### config.mk
export PLATFORM = sky130hd
export DESIGN_NAME = kms_regs
export DESIGN_NICKNAME = d
export VERILOG_FILES = /design/src/hw/rtl/kms_pkg.sv /design/src/hw/rtl/kms_regs.sv
export SDC_FILE = /design/constraint.sdc
export NUM_CORES = 1
export LEC_CHECK = 0
export ABC_AREA = 1
export BUFFER_PORTS_ARGS = -buffer_cell sky130_fd_sc_hd__buf_2
export CELL_PAD_IN_SITES_DETAIL_PLACEMENT = 2
export CELL_PAD_IN_SITES_GLOBAL_PLACEMENT = 2
export CORE_UTILIZATION = 27
export DETAILED_ROUTE_END_ITERATION = 6
export PLACE_DENSITY = 0.85
export SYNTH_ARGS = -nofsm -noshare
export SYNTH_HDL_FRONTEND = slang
export SYNTH_SLANG_ARGS = --single-unit
### constraint.sdc
create_clock -name clk -period 1.39 [get_ports clk]
set_input_delay 0.0695 -clock clk [delete_from_list [all_inputs] [get_ports clk]]
set_output_delay 0.0695 -clock clk [all_outputs]
set_load 0.02 [all_outputs]
### src/hw/rtl/kms_pkg.sv
package kms_pkg;

  localparam int DATA_W  = 32;
  localparam int ANG_W   = 19;
  localparam int BND_W   = 16;
  localparam int ATH_W   = 18;
  localparam int K_W     = 16;
  localparam int QUO_W   = 17;
  localparam int FLAG_W  = 3;
  localparam int ADDR_W  = 5;
  localparam int DIV_STEPS = QUO_W;
  localparam int CNT_W   = $clog2(DIV_STEPS + 1);

  // register indexes, byte address is 4 * index
  localparam logic [2:0] REG_PNOISE = 3'd0;
  localparam logic [2:0] REG_MNOISE = 3'd1;
  localparam logic [2:0] REG_IERR   = 3'd2;
  localparam logic [2:0] REG_XBND   = 3'd3;
  localparam logic [2:0] REG_YBND   = 3'd4;
  localparam logic [2:0] REG_ATHR   = 3'd5;
  localparam logic [2:0] REG_ACLMP  = 3'd6;

  // axis codes
  localparam logic [1:0] AX_X   = 2'd0;
  localparam logic [1:0] AX_Y   = 2'd1;
  localparam logic [1:0] AX_ROT = 2'd2;

  localparam logic [DATA_W-1:0] RST_PNOISE = 32'd65536;
  localparam logic [DATA_W-1:0] RST_MNOISE = 32'd65536;
  localparam logic [DATA_W-1:0] RST_IERR   = 32'd65536;
  localparam logic [BND_W-1:0]  RST_XBND   = 16'd19;
  localparam logic [BND_W-1:0]  RST_YBND   = 16'd10;
  localparam logic [ATH_W-1:0]  RST_ATHR   = 18'd5734;
  localparam logic [ATH_W-1:0]  RST_ACLMP  = 18'd5719;

  localparam logic [QUO_W-1:0] ONE_Q16 = 17'd65536;
  localparam logic [K_W-1:0]   K_MAX   = 16'hFFFF;

  typedef struct packed {
    logic [DATA_W-1:0] process_noise;
    logic [DATA_W-1:0] measure_noise;
    logic [DATA_W-1:0] initial_error;
    logic [BND_W-1:0]  x_bound;
    logic [BND_W-1:0]  y_bound;
    logic [ATH_W-1:0]  angle_threshold;
    logic [ATH_W-1:0]  angle_clamp;
  } kms_cfg_t;

  typedef struct packed {
    logic              start;
    logic [DATA_W-1:0] num_hi;
    logic [DATA_W:0]   den;
  } kms_div_req_t;

  typedef struct packed {
    logic             done;
    logic [QUO_W-1:0] quot;
  } kms_div_rsp_t;

endpackage

### src/hw/rtl/kms_regs.sv
module kms_regs import kms_pkg::*; (
  input  logic              clk,
  input  logic              rst_n,
  input  logic              psel,
  input  logic              penable,
  input  logic              pwrite,
  input  logic [ADDR_W-1:0] paddr,
  input  logic [DATA_W-1:0] pwdata,
  output logic [DATA_W-1:0] prdata,
  output logic              pready,
  output kms_cfg_t          cfg
);

  kms_cfg_t   cfg_r;
  logic [2:0] idx;

  assign idx    = paddr[ADDR_W-1:2];
  assign pready = 1'b1;
  assign cfg    = cfg_r;

  always_ff @(posedge clk) begin
    if (!rst_n) begin
      cfg_r.process_noise   <= RST_PNOISE;
      cfg_r.measure_noise   <= RST_MNOISE;
      cfg_r.initial_error   <= RST_IERR;
      cfg_r.x_bound         <= RST_XBND;
      cfg_r.y_bound         <= RST_YBND;
      cfg_r.angle_threshold <= RST_ATHR;
      cfg_r.angle_clamp     <= RST_ACLMP;
    end else if (psel && penable && pwrite && pready) begin
      unique case (idx)
        REG_PNOISE: cfg_r.process_noise   <= pwdata;
        REG_MNOISE: cfg_r.measure_noise   <= pwdata;
        REG_IERR:   cfg_r.initial_error   <= pwdata;
        REG_XBND:   cfg_r.x_bound         <= pwdata[BND_W-1:0];
        REG_YBND:   cfg_r.y_bound         <= pwdata[BND_W-1:0];
        REG_ATHR:   cfg_r.angle_threshold <= pwdata[ATH_W-1:0];
        REG_ACLMP:  cfg_r.angle_clamp     <= pwdata[ATH_W-1:0];
        default: ;
      endcase
    end
  end

  always_comb begin
    unique case (idx)
      REG_PNOISE: prdata = cfg_r.process_noise;
      REG_MNOISE: prdata = cfg_r.measure_noise;
      REG_IERR:   prdata = cfg_r.initial_error;
      REG_XBND:   prdata = {{(DATA_W-BND_W){1'b0}}, cfg_r.x_bound};
      REG_YBND:   prdata = {{(DATA_W-BND_W){1'b0}}, cfg_r.y_bound};
      REG_ATHR:   prdata = {{(DATA_W-ATH_W){1'b0}}, cfg_r.angle_threshold};
      REG_ACLMP:  prdata = {{(DATA_W-ATH_W){1'b0}}, cfg_r.angle_clamp};
      default:    prdata = '0;
    endcase
  end

endmodule

# == Word level (Yosys, flattened, before mapping) ==
# Cells that the tools add are included.
# word_totals
ff_bits,164
inputBits,42
out_inout_bits,197
word_cells,24
# classes
n_eq_ne,6
n_mux,1
reduce_logical,10
# ops
operator,count
$pmux 32 s7,1
$reduce_and 2->1,7
$eq 3x3->1 const B,3
$eq 3x2->1 const B,2
$eq 3x1->1 const B,1
$logic_not 3->1,1
$logic_and 1x1->1,2

# == Longest topological paths before layout ==
# logic_depth
word_depth,3
ltp_mapped,9
depth_no_buf,6

# == Worst setup path after synthesis ==
# OpenSTA, ideal clock, no wires.
# synth_timing
path_type,input-to-output
start,in paddr[2]
end,out prdata[18]
t_arrival_ps,1074
required_ps,1321
setup_slack_ps,247
path_stages,7
path_buffers,2
path_cell_list,buf_4 inv_2 nand2_1 nor2_4 clkbuf_1 nand2_1 nand3_1
# synth_between
elab_chain_len,2
elab_cells_between_ends,8
classes_between,6 x eq/ne; 1 x mux; 1 x reduce/logical
# synth_rtl
item,line,rtl
from (decl),kms_regs.sv:7,"input logic [ADDR_W-1:0] paddr,"
$eq 3x3->1 (tied with other cells),kms_regs.sv:45,unique case (idx)
$pmux 32 s7 (*),kms_regs.sv:45,
to (decl),kms_regs.sv:9,"output logic [DATA_W-1:0] prdata,"
# Every way passes the cells marked *; elsewhere a longest branch is shown, timed or not.

# == Worst setup path in the final report ==
# layout_timing
start,reg cfg_r (netlist bit cfg[7])
end,out prdata[7]
# layout_between
elab_chain_len,1
# layout_rtl
item,line,rtl
from (decl),kms_regs.sv:14,kms_cfg_t cfg_r;
$pmux 32 s7,kms_regs.sv:45,
# No other way between the ends.

==> impl_metrics.json <==
{
  "outcome": "complete, but fails checks",
  "failed_checks": "setup timing",
  "wl_um": 52200,
  "n_antenna_cell": 0,
  "synth_edf_count": 0,
  "ant_nets": 0,
  "via_per_inst": 5.47,
  "post-synth-top-count-cell": "nand2_1",
  "drc_errors": 0,
  "power.total_uw": 11800,
  "syn_area_per_cell_um2": 6.38,
  "syn_area_um2": 7990,
  "track_usage_pct": 31.1,
  "regArea_um2": 3390,
  "grt-ovfl-total": 0,
  "yosys-top-cells-area": "dfxtp_1 41%, nand2_1 16%, nor2_1 16%, nand3_1 11%, nand4_1 4.2%",
  "slew_violations": 0,
  "maxCapViolations": 0,
  "cts-buffers-inserted": 17,
  "tightestPinTransition_ns": 0.641,
  "ys_seq_area_share_pct": 41.1,
  "reg2regPathDepth": 2,
  "drive_above_1_share_pct": 35.0,
  "cp_data_required_time_ns": 1.32,
  "drtPass1Iterations": 5,
  "nets": 1579,
  "drt_iter0_drc": 814,
  "synth_top_area_cell": "dfxtp_1",
  "yosys_register_bits": 164,
  "holdPathStages": 5,
  "tns_ns": -1.90,
  "coreArea_um2": 28900,
  "cp_slowest_cell": "dfxtp_2",
  "synth_flop_cell": "dfxtp_1",
  "timing.rr.end": "cfg[116]",
  "setup_viol": 23,
  "grt_first_pass_wirelength_um": 70500,
  "min_path_type": "in -> reg",
  "gp_congestion": 0.836,
  "cts-root-buf": "clkbuf_16",
  "post-route-util_pct": 40.4,
  "critical_path_arrival_ns": 1.49,
  "startpoint_type": "flop",
  "finalHoldViolCount": 0,
  "area_growth_syn_to_layout_pct": 46.6,
  "start_util_pct": 27.6,
  "max_stage_delay_ns": 0.33,
  "min_period_over_period_pct": 112,
  "die_w_um": 174,
  "synth_fp_nets": 1294,
  "clock_skew_ns": 0,
  "rsz0062_at_grt": "yes",
  "numPortBuffers": 235,
  "dieArea_um2": 30300,
  "rows": 62,
  "hold_end": "cfg[117]",
  "async_flop_share_pct": 0,
  "netlist_instances": 1252,
  "antenna_found_initial": 0,
  "yosysWarnings": 0,
  "synth_cell_type_count": 19,
  "n_fill_cell": 3360,
  "p_per_area_nw_per_um2": 1010,
  "largest_register_ffs": 164,
  "multi_input_area_um2": 4370,
  "clk_latency_ns": 0.45,
  "fp.dieH_um": 174,
  "min_from": "pwdata[17]",
  "fmax_ghz": 0.641,
  "avgRoutedWirePerCell_um": 27.0,
  "yosys-top-cells-count": "340 x nand2_1, 335 x nor2_1, 179 x nand3_1, 164 x dfxtp_1, 54 x nand4_1",
  "path_cells": "nand4_1 > nand2_1 > nor2_1 > buf_4 > nand2_2 > buf_6",
  "grt_pass1_vias": 11164,
  "clkTransAtPathRegs_ns": 0.07,
  "synth_top_area_share_pct": 41.1,
  "cp-end-kind": "primary output",
  "crit_fanout": 2,
  "slew_headroom_pct": 57.2,
  "cts_buffer_depth": 2,
  "post-route-min-period_ns": 1.56,
  "dpl.hpwl_um": 28000,
  "ios": 239,
  "p_leak_uw": 0.00548,
  "via_count": 10570,
  "worst_slack_ns": -0.171,
  "cts.sinks": 164,
  "ir_worst_vdd_uv": 856,
  "r2r_slack_ns": 0.33,
  "tritoncts": "built",
  "htreeDepth": 4,
  "r2r_start": "cfg[116]",
  "grt_max_degree": 90,
  "worstSetupPathType": "reg -> out"
}
-- report_power, final --
group	leakage, µW	internal, µW	switching [µW]
Combinational	0.00384	523	1100
Sequential	0.00134	4750	65.4
Clock	0.000295	3020	2320
Total	0.00548	8290	3480
-- area by class of cell --
class,instances,area share [%]
Multi-Input combinational cell,943,37.4
Sequential cell,164,29.0
Timing Repair Buffer,359,22.6
Tap cell,384,4.11
Clock buffer,20,3.73
Inverter,52,1.71
Clock inverter,12,1.54
-- layer usage --
metal	part of all wire [%]	GRT usage (%)
met1	39	36.1
met2	47	51.3
met3	7.0	6.93
met4	6.9	20.7
met5	0	0
-- stage by stage --
stage                     instances  hold WS [ns]  setup slack [ns]  instance area (µm²)
after detailed placement       1836         0.322           -0.0878                 9860
after CTS                      1922        0.0920            -0.125                11400
after floorplan                1252         0.196             0.247                 7990
after global routing           1934         0.136            -0.193                11700
final                          1934         0.101            -0.171                11700
after global placement         1836         0.305           -0.0265                 9860
-- how the worst max path moves through the flow --
| stage | startpoint | endpoint | cells past startpoint |
|---|---|---|---|
| floorplan | paddr[2] | prdata[18] | 7 |
| global placement | paddr[3] | cfg[11] | 8 |
| detailed placement | paddr[3] | cfg[15] | 8 |
| CTS | cfg[32] | prdata[14] | 6 |
| global route | cfg[8] | prdata[8] | 6 |
| finish | cfg[7] | prdata[7] | 6 |
-- placed cells by master (no fill, tap or decap) --
master         instances
nand3_1              171
nand2_2               40
nor2_2                19
o21ai_0               18
nand2_4                5
clkinv_2               2
inv_2                  2
nor2_1               301
clkbuf_16             21
dfxtp_4                6
buf_6                 23
bufinv_16              4
inv_6                  1
buf_2                213
dfxtp_2               67
nor2_4                25
dlygate4sd3_1         25
clkinvlp_4             2
nand4_1               54
nand3_4                1
conb_1                 1
clkbuf_1               3
nand2_1              296
clkinv_4               3
buf_4                 73
dfxtp_1               91
nand3_2               12
inv_1                 48
inv_4                  2
buf_12                21
-- worst max-delay path: cells and delay by family, from the launching register on --
family                 cells  cell delay (ns)
buffers and inverters      2             0.30
flip-flops                 1             0.33
AND/OR/NAND/NOR            4             0.41
-- cell families (layout without fill, tap and decap cells) --
family                 after synthesis  in the layout  synth area share, %
other                                1              1               0.0470
flip-flops                         164            164                 41.1
AO/OA/AOI/OAI                       18             18                 1.13
buffers and inverters              145            443                 8.51
AND/OR/NAND/NOR                    924            924                 49.2
-- repair_timing --
item / in CTS / in global routing
setup buffers: 30 / 9
pin swaps: 60 / 42
cloned: 0 / 4
hold buffers: 25 / 0
endpoints found under the hold margin: 57 / 0
gates resized for setup: 171 / 62
setup endpoints to repair: 32 / 32
Note: power is estimated with default switching activity, not from simulation.
