**config.mk**
```make
export PLATFORM = sky130hd
export DESIGN_NAME = kms_div
export DESIGN_NICKNAME = d
export VERILOG_FILES = /design/src/hw/rtl/kms_pkg.sv /design/src/hw/rtl/kms_div.sv
export SDC_FILE = /design/constraint.sdc
export NUM_CORES = 1
export LEC_CHECK = 0
export BUFFER_PORTS_ARGS = -buffer_cell sky130_fd_sc_hd__buf_4
export CORE_UTILIZATION = 35
export CTS_CLUSTER_DIAMETER = 80
export CTS_CLUSTER_SIZE = 28
export DETAILED_ROUTE_END_ITERATION = 8
export GPL_ROUTABILITY_DRIVEN = 0
export PLACE_DENSITY = 0.56
export SLEW_MARGIN = 20
export SYNTH_ARGS = -nofsm -noshare
export SYNTH_HDL_FRONTEND = slang
export SYNTH_SLANG_ARGS = --single-unit
```
**constraint.sdc**
```tcl
create_clock -name clk -period 9.38 [get_ports clk]
set_clock_uncertainty 0.1 [all_clocks]
set_input_delay 0.938 -clock clk [delete_from_list [all_inputs] [get_ports clk]]
set_output_delay 0.938 -clock clk [all_outputs]
set_load 0.01 [all_outputs]
```
**src/hw/rtl/kms_pkg.sv**
```systemverilog
package kms_pkg;

  localparam int DATA_W  = 32;
  localparam int ANG_W   = 19;
  localparam int BND_W   = 16;
  localparam int ATH_W   = 18;
  localparam int K_W     = 16;
  localparam int QUO_W   = 17;
  localparam int FLAG_W  = 3;
  localparam int ADDR_W  = 5;
  localparam int DIV_STEPS = QUO_W;
  localparam int CNT_W   = $clog2(DIV_STEPS + 1);

  // register indexes, byte address is 4 * index
  localparam logic [2:0] REG_PNOISE = 3'd0;
  localparam logic [2:0] REG_MNOISE = 3'd1;
  localparam logic [2:0] REG_IERR   = 3'd2;
  localparam logic [2:0] REG_XBND   = 3'd3;
  localparam logic [2:0] REG_YBND   = 3'd4;
  localparam logic [2:0] REG_ATHR   = 3'd5;
  localparam logic [2:0] REG_ACLMP  = 3'd6;

  // axis codes
  localparam logic [1:0] AX_X   = 2'd0;
  localparam logic [1:0] AX_Y   = 2'd1;
  localparam logic [1:0] AX_ROT = 2'd2;

  localparam logic [DATA_W-1:0] RST_PNOISE = 32'd65536;
  localparam logic [DATA_W-1:0] RST_MNOISE = 32'd65536;
  localparam logic [DATA_W-1:0] RST_IERR   = 32'd65536;
  localparam logic [BND_W-1:0]  RST_XBND   = 16'd19;
  localparam logic [BND_W-1:0]  RST_YBND   = 16'd10;
  localparam logic [ATH_W-1:0]  RST_ATHR   = 18'd5734;
  localparam logic [ATH_W-1:0]  RST_ACLMP  = 18'd5719;

  localparam logic [QUO_W-1:0] ONE_Q16 = 17'd65536;
  localparam logic [K_W-1:0]   K_MAX   = 16'hFFFF;

  typedef struct packed {
    logic [DATA_W-1:0] process_noise;
    logic [DATA_W-1:0] measure_noise;
    logic [DATA_W-1:0] initial_error;
    logic [BND_W-1:0]  x_bound;
    logic [BND_W-1:0]  y_bound;
    logic [ATH_W-1:0]  angle_threshold;
    logic [ATH_W-1:0]  angle_clamp;
  } kms_cfg_t;

  typedef struct packed {
    logic              start;
    logic [DATA_W-1:0] num_hi;
    logic [DATA_W:0]   den;
  } kms_div_req_t;

  typedef struct packed {
    logic             done;
    logic [QUO_W-1:0] quot;
  } kms_div_rsp_t;

endpackage

```
**src/hw/rtl/kms_div.sv**
```systemverilog
module kms_div import kms_pkg::*; (
  input  logic         clk,
  input  logic         rst_n,
  input  kms_div_req_t req,
  output kms_div_rsp_t rsp
);

  // restoring divide of (num_hi << 16) by den, one quotient bit per cycle
  logic [DATA_W+1:0] rem_r;
  logic [DATA_W+1:0] rem_nxt;
  logic [DATA_W:0]   den_r;
  logic [QUO_W-1:0]  q_r;
  logic [CNT_W-1:0]  cnt_r;
  logic              busy_r;
  logic              done_r;
  logic              dzero_r;
  logic [DATA_W+2:0] diff;
  logic              ge;
  logic [DATA_W+1:0] rem_sel;

  assign diff    = {1'b0, rem_r} - {2'b00, den_r};
  assign ge      = !diff[DATA_W+2];
  assign rem_sel = ge ? diff[DATA_W+1:0] : rem_r;
  // low dividend bits are all zero, so just shift
  assign rem_nxt = {rem_sel[DATA_W:0], 1'b0};

  always_ff @(posedge clk) begin
    if (!rst_n) begin
      busy_r <= 1'b0;
      done_r <= 1'b0;
      cnt_r  <= '0;
    end else begin
      done_r <= busy_r && !req.start && (cnt_r == CNT_W'(1));
      if (req.start) begin
        busy_r  <= 1'b1;
        cnt_r   <= CNT_W'(DIV_STEPS);
        rem_r   <= {2'b00, req.num_hi};
        den_r   <= req.den;
        dzero_r <= (req.den == '0);
        q_r     <= '0;
      end else if (busy_r) begin
        rem_r <= rem_nxt;
        q_r   <= {q_r[QUO_W-2:0], ge};
        cnt_r <= cnt_r - 1'b1;
        if (cnt_r == CNT_W'(1)) begin
          busy_r <= 1'b0;
        end
      end
    end
  end

  assign rsp.done = done_r;
  assign rsp.quot = dzero_r ? '0 : q_r;

endmodule

```
# After elaboration in Yosys (flattened, before gate mapping)
# Cells that the tools add are included.
# totals
register_bits,92
output_inout_bits,18
# classes
add_sub_neg,2
n_eq_ne,1
n_mux,10
bitwise_logic,1
reduce_logical,9
# ops
cell,count
subtractor 34 x 33 -> 35 bit,1
two-way mux 17 bit,2
two-way mux 34 bit,1
logical NOT 33 bit,1
two-way mux 33 bit,1
two-way mux 32 bit,1
two-way mux 5 bit,2
"equality test 5 x 1 -> 1 bit, second input constant",1
"subtractor 5 x 1 -> 5 bit, second input constant",1
AND reduction 2 bit,2
two-way mux 1 bit,3
logical AND 1 bit,2
logical NOT 1 bit,2
nonzero test 2 bit,1
OR reduction 2 bit,1
NOT 1 bit,1

# Longest topological paths before layout
# Gate-level depths: netlist of run 1.
# depth
depth_word,4
ltp_mapped,15
depth_no_buf,13

# Worst setup path after synthesis of run 1
# OpenSTA, ideal clock, no wires.
# synth_path
path_type,register to register
from,register rem_r[0]
to,"register rem_r[1], data pin"
setup_time_ps,260
t_arrival_ps,2944
required_time_ps,9020
slack_ps,6076
stages_incl_launch_ff,15
period_less_slack_ps,3304
cell_sequence,edfxtp_1 -> inv_1 -> ha_1 -> inv_1 -> fa_1 -> a21oi_1 -> o211ai_1 -> a21oi_2 -> a31oi_2 -> a31oi_2 -> o31ai_4 -> a2111oi_4 -> buf_6 -> mux2i_1 -> mux2_2
# synth_via
elab_chain_len,4
# synth_rtl
item,line_no,source
start: declaration,kms_div.sv:9,logic [DATA_W+1:0] rem_r;
start signal: assignment,kms_div.sv:37,"rem_r <= {2'b00, req.num_hi};"
start signal: assignment,kms_div.sv:42,rem_r <= rem_nxt;
subtractor 34 x 33 -> 35 bit,kms_div.sv:21,"assign diff = {1'b0, rem_r} - {2'b00, den_r};"
two-way mux 33 bit *,kms_div.sv:23,assign rem_sel = ge ? diff[DATA_W+1:0] : rem_r;
two-way mux 34 bit *,kms_div.sv:41,end else if (busy_r) begin
two-way mux 32 bit *,kms_div.sv:34,if (req.start) begin
# Every way passes the cells marked *; elsewhere a longest branch is shown, timed or not. The select of a mux whose other input is x is not followed.
# A chain may end at the register's enable or synchronous reset.

# Final worst setup path of run 1
# Same ends and word-level chain as after synthesis.

==> results of run 1 <==
synth_stat cells, types with 3 or more instances:
master / n
mux2i_1: 9
o21ai_1: 5
nor4_1: 10
a31oi_1: 4
dfxtp_1: 7
a21oi_1: 33
edfxtp_1: 85
o21a_1: 8
nor2b_1: 45
nor2_1: 18
o21bai_1: 3
a21o_1: 10
nand4_1: 3
inv_1: 43
nand2_1: 47
clkbuf_1: 20
nand3_1: 7
xnor2_1: 13
nor3_1: 10
buf_2: 3
nand3b_1: 23
nand2b_1: 3
and3_1: 7
and2_1: 4
o311ai_0: 22
xor2_1: 18
ha_1: 35
o21ai_0: 17
or3_1: 3
where the power goes:
| part | switching, W | internal (W) |
|---|---|---|
| clock network | 0.000164 | 0.000208 |
| registers | 0.0000175 | 0.000492 |
| logic | 0.000170 | 0.000136 |
worst max-delay path: cells and delay by family, from the launching register on:
family / cells / cell delay [ns]
AOI/OAI and AO/OA: 7 / 1.60
adders and majority gates: 2 / 0.57
buffers and inverters: 3 / 0.53
muxes: 2 / 0.41
DFF: 1 / 0.36
cells by family after synthesis:
group / Yosys count / synth area share [%]
AND/OR/NAND/NOR: 181 / 17.3
adder cells (fa/ha/maj): 36 / 8.07
flip-flops: 92 / 47.5
multiplexers: 10 / 1.79
buffers and inverters: 68 / 4.76
XOR/XNOR: 31 / 4.79
AO/OA/AOI/OAI: 126 / 15.9
state kept, by name, summed over array words and instances, names as in the netlist:
name and cells:
q_r 17, dzero_r 1, cnt_r 5, done_r 1
rem_r 34, busy_r 1, den_r 33
metrics by stage:
step | hold WS (ns) | util, % | std cells | worst slack [ns] | cell area (sq um)
3_3_place_gp | 0.382 | 41.1 | 824 | 5.69 | 6500
5_1_grt | 0.419 | 43.0 | 840 | 5.33 | 6800
3_5_place_dp | 0.396 | 41.1 | 824 | 5.56 | 6500
6_report | 0.408 | 43.0 | 840 | 5.56 | 6800
2_1_floorplan | 0.365 | - | 544 | 6.08 | 5670
4_1_cts | 0.407 | 43.0 | 840 | 5.54 | 6800
worst max-delay path by stage:
| stage | depth (start not counted) | endpoint |
|---|---|---|
| after detailed placement | 14 | rem_r[1] |
| after floorplan | 14 | rem_r[1] |
| final | 14 | rem_r[1] |
| after global routing | 14 | rem_r[1] |
| after CTS | 14 | rem_r[1] |
| after global placement | 14 | rem_r[1] |
final cells by class:
class / count / area, sq um / share of cell area, %
clock inverters: 7 / 73.8 / 1.09
flip-flops and latches: 92 / 2690 / 39.6
clock buffers: 9 / 225 / 3.31
well taps: 216 / 270 / 3.97
inverters: 43 / 161 / 2.37
repair buffers: 89 / 668 / 9.82
multi-input cells: 384 / 2710 / 39.9
routing by layer:
metal,vias up,routed length (microns),share of wire (%),track usage [%]
li1,2145,-,-,-
met1,2029,6100,47,21.3
met2,66,6080,47,27.4
met3,16,398,3.1,3.06
met4,0,275,2.1,7.40
met5,-,0,0,0
==> results_dict.tcl, run 1 <==
set metrics [dict create \
    rsz0062_at_grt "false" \
    wl_per_cell_microns 15.3 \
    clk-insertion-delay-late_ns 0.35 \
    cts.clk_slew.worst_paths_ns 0.07 \
    initial_core_util_pct 35.8 \
    pin_count 86 \
    drive_gt1_share_pct 17.9 \
    min_from "cnt_r[3]" \
    ys_types 53 \
    vias 4256 \
    vias_per_cell 5.07 \
    num_rows 46 \
    cts_tree "yes" \
    worst_ep_required_time_ns 9.38 \
    worstSetupEndpointType "register" \
    grtUsageTotal_pct 16.6 \
    worst_ir_drop_vdd_mv 0.0880 \
    grt-ovfl-total 0 \
    antenna_found_initial 0 \
    final_common_cell "buf_4" \
    ys_seq_area_share_pct 47.5 \
    ant_nets 0 \
    tns_ns 0 \
    drt_wl_total_microns 12900 \
    fin_nets 723 \
    ys.flop_type "edfxtp_1" \
    min_delay_path_depth 1 \
    fin_crit_ns 3.82 \
    crit_slowest_cell "fa_1" \
    cp_max_fo 32 \
    path_class "register to register" \
    drtIter0Drc 167 \
    nFillCells 1520 \
    ys_ff_latch 92 \
    cts_made_buffers 9 \
    grt_pass1_vias 4354 \
    holdPathEnd "done_r" \
    ctsResizeCount 0 \
    die_y_microns 129 \
    yosysWarnings 0 \
    htree_num_levels 3 \
    outcome "complete, no violations" \
    synth_edf_count 85 \
    synth_area_leader_cell "edfxtp_1" \
    design.core.area_sq_um 15800 \
    synthArstFlopShare_pct 0 \
    grt_max_degree 113 \
    startpoint "rem_r[0]" \
    drv_slew 0 \
    n_antenna_cell 0 \
    root_buffer "clkbuf_16" \
    power_density_nw_per_um2 175 \
    post-route-drc-count 0 \
    r2r-end "rem_r[1]" \
    hold_viol_final 0 \
    setup_viol 0 \
    critical_path.startpoint_type "register" \
    worstHoldPathType "register to register" \
    syn_nets 648 \
    synth.area.top_cells "edfxtp_1, ha_1, nor2b_1, o311ai_0, nand2_1" \
    io_buffers 85 \
    fin_crit_sh_pct 40.7 \
    cts.sinks 92 \
    crit_arrival_ns 3.82 \
    tightestPinTransition_ns 0.980 \
    path_cells "inv_1, ha_1, inv_1, fa_1, a21oi_1, o211ai_1, a21oi_2, a31oi_2, a31oi_2, o31ai_4, a2111oi_4, buf_4, mux2i_1, mux2_2" \
    syn_avg_cell_area_sq_um 10.4 \
    syn_to_final_growth_pct 19.9 \
    syn_area_sq_um 5670 \
    r2r-start "rem_r[0]" \
    power_w 0.00119 \
    die_x_microns 129 \
    r2r_cells 14 \
    die_area_sq_um 16700 \
    post-cts-setup-buffers 0 \
    synth.top_cell.area_share_pct 45.0 \
    synthCells 544 \
    cts_buffer_depth 2 \
    reg2reg_slack_ns 5.56 \
    final_cell_mix "buf_4, edfxtp_1, nand2_1, nor2b_1, inv_1" \
    dpl.hpwl_microns 9340 \
    cts-hold-fix-buffers 0 \
    cap_violations 0 \
    dr.pass1.iters 4 \
    grt_pass1_wl_microns 21300 \
    p_leak_nw 2.72 \
    critical_path.max_stage_delay_ns 0.40 \
    relSlewSlack_pct 34.6 \
    clock.fmax_mhz 262 \
]
Power figures use the tool's default switching activity.
==> run 2, diff against run 1 <==
--- a/config.mk
+++ b/config.mk
@@ -5,6 +5,7 @@
 export SDC_FILE = /design/constraint.sdc
 export NUM_CORES = 1
 export LEC_CHECK = 0
+export ABC_AREA = 1
 export BUFFER_PORTS_ARGS = -buffer_cell sky130_fd_sc_hd__buf_4
 export CORE_UTILIZATION = 35
 export CTS_CLUSTER_DIAMETER = 80
==> constraint.sdc (replaced) <==
create_clock -name clk -period 4 [get_ports clk]
set_clock_uncertainty 0.1 [all_clocks]
set_input_delay 0.4 -clock clk [delete_from_list [all_inputs] [get_ports clk]]
set_output_delay 0.4 -clock clk [all_outputs]
set_load 0.01 [all_outputs]
==> results_dict.tcl, run 2 <==
set metrics [dict create \
    final_cell_mix "nand2_1, inv_1, nor2_1, buf_4, edfxtp_1" \
    ys_seq_area_share_pct 39.7 \
    synthCells 979 \
    outcome "complete, no violations" \
    post-place-cells 1307 \
    ctsResizeCount 0 \
    hold_viol_final 0 \
    antenna_found_initial 0 \
    grt_pass1_wl_microns 29400 \
    cts-hold-fix-buffers 0 \
    synth.area.top_cells "edfxtp_1, nand2_1, inv_1, ha_1, nor2_1" \
    cts_tree "yes" \
    syn_area_sq_um 6790 \
    worst_ir_drop_vdd_mv 0.225 \
    cts_made_buffers 9 \
    relSlewSlack_pct 48.2 \
    top_register "rem_r" \
    cts.sinks 92 \
    cap_violations 0 \
    synthArstFlopShare_pct 0 \
    yosysWarnings 0 \
    syn_nets 1083 \
    grt-ovfl-total 0 \
    design.core.area_sq_um 18800 \
    startpoint "rem_r[20]" \
    yosysMostFrequentCell "nand2_1" \
    dr.pass1.iters 7 \
    vias 6053 \
    clk-insertion-delay-late_ns 0.36 \
    path_class "register to register" \
    reg_top3 "rem_r: 34 flops, den_r: 33 flops, q_r: 17 flops" \
    worstSetupEndpointType "register" \
    cp_max_fo 36 \
    ys_top_cells_by_count "nand2_1, inv_1, nor2_1" \
    synth.top_cell.area_share_pct 37.6 \
    crit_arrival_ns 3.08 \
    syn_to_final_growth_pct 17.9 \
    ys_ff_latch 92 \
    fin_crit_ns 3.07 \
    ys_types 37 \
    drt_wl_total_microns 18000 \
    grt_max_degree 52 \
    ys.flop_type "edfxtp_1" \
    die_y_microns 141 \
    worst_ep_required_time_ns 4.02 \
    hold-worst-slack_ns 0.126 \
    rsz0062_at_grt "false" \
    post-route-drc-count 0 \
    drtIter0Drc 359 \
    fin_crit_sh_pct 76.7 \
    die_area_sq_um 20000 \
    pin_count 86 \
    fin_nets 1162 \
    drv_slew 0 \
    tns_ns 0 \
    critical_path.startpoint_type "register" \
    grt_pass1_vias 5940 \
    syn_avg_cell_area_sq_um 6.93 \
    die_x_microns 141 \
    initial_core_util_pct 36.0 \
    cts_buffer_depth 2 \
    r2r-start "rem_r[20]" \
    synth_area_leader_cell "edfxtp_1" \
    io_buffers 85 \
    cts.clk_slew.worst_paths_ns 0.07 \
    num_rows 50 \
    root_buffer "clkbuf_16" \
    post-cts-setup-buffers 0 \
    p_leak_nw 4.20 \
    final_common_cell "nand2_1" \
    worstHoldPathType "input port to register" \
    tightestPinTransition_ns 0.776 \
    finalNonFillerCells 1323 \
    htree_num_levels 3 \
    n_antenna_cell 0 \
    power_density_nw_per_um2 378 \
    dpl.hpwl_microns 14100 \
    ant_nets 0 \
    drive_gt1_share_pct 11.7 \
    vias_per_cell 4.58 \
    wl_per_cell_microns 13.6 \
    clock.fmax_mhz 326 \
    grtUsageTotal_pct 19.0 \
    setup_viol 0 \
    largest_reg_flops 34 \
    min_from "req[6]" \
    synth_edf_count 85 \
]
run 2: cell types whose count changed in the layout (fill, tap and decap cells not counted), sizes merged, moves of 22 or more:
cell    change
inv       +156
nand2     +340
nand3      +48
nor2       +75
nor2b      -45
o311ai     -22
run 2: layout make-up:
cell class                      count  area (sq um)
Inverter                          199           747
Sequential cell                    92          2690
Fill cell                        2027         10800
Clock inverter                      7          83.8
Timing Repair Buffer               88           673
Clock buffer                        9           225
Multi-Input combinational cell    668          3250
Tap cell                          260           325
run 2: per-stage QoR:
| step | total power, W | cell area (sq um) | setup WS [ns] | utilization, % |
|---|---|---|---|---|
| after floorplan | 0.00188 | 6790 | 0.155 | - |
| after global placement | 0.00213 | 7690 | 1.04 | 40.8 |
| after detailed placement | 0.00213 | 7690 | 0.966 | 40.8 |
| after CTS | 0.00304 | 8000 | 0.950 | 42.5 |
| after global routing | 0.00322 | 8000 | 0.621 | 42.5 |
| final | 0.00303 | 8000 | 0.931 | 42.5 |
run 2: path summary, 6_finish.rpt:
path               end  slack (ns)  cells past startpoint
max          rem_r[29]        0.93                     13
min           den_r[6]        0.13                      1
max reg2reg  rem_r[29]        0.93                     13
min reg2reg   cnt_r[4]        0.39                      2
run 2: routing by layer:
| metal | part of all wire, % | wire (microns) | global-route usage, % |
|---|---|---|---|
| met5 | 0 | 0 | 0 |
| met4 | 1.8 | 331 | 6.18 |
| met3 | 4.5 | 812 | 3.48 |
| met2 | 46 | 8220 | 31.5 |
| met1 | 48 | 8620 | 24.9 |
run 2: logic make-up (layout without fill, tap and decap cells):
logic type               after synthesis  count (layout)  share of synthesized area [%]
XOR/XNOR                              16              16                           2.06
buffers and inverters                219             303                           12.6
AO/OA/AOI/OAI                         26              26                           2.06
adder cells (fa/ha/maj)               36              36                           6.75
AND/OR/NAND/NOR                      590             590                           36.9
flip-flops                            92              92                           39.7
run 2: critical path, cell delays in order (launching register included):
cell,delay [ns]
edfxtp_1,0.40
ha_1,0.38
nand2_1,0.14
inv_2,0.04
nand2_1,0.06
nand2_1,0.09
a21oi_2,0.19
nor2_1,0.10
nor2_4,0.56
nand2_8,0.28
nand2_2,0.29
nand2_1,0.08
nand2_1,0.06
nand2_1,0.05
run 2: where the power goes:
part	internal (W)	switching, W	total, W
combinational	0.000341	0.000591	0.000932
clock	0.000497	0.000414	0.000912
sequential	0.00115	0.0000344	0.00118
total	0.00199	0.00104	0.00303
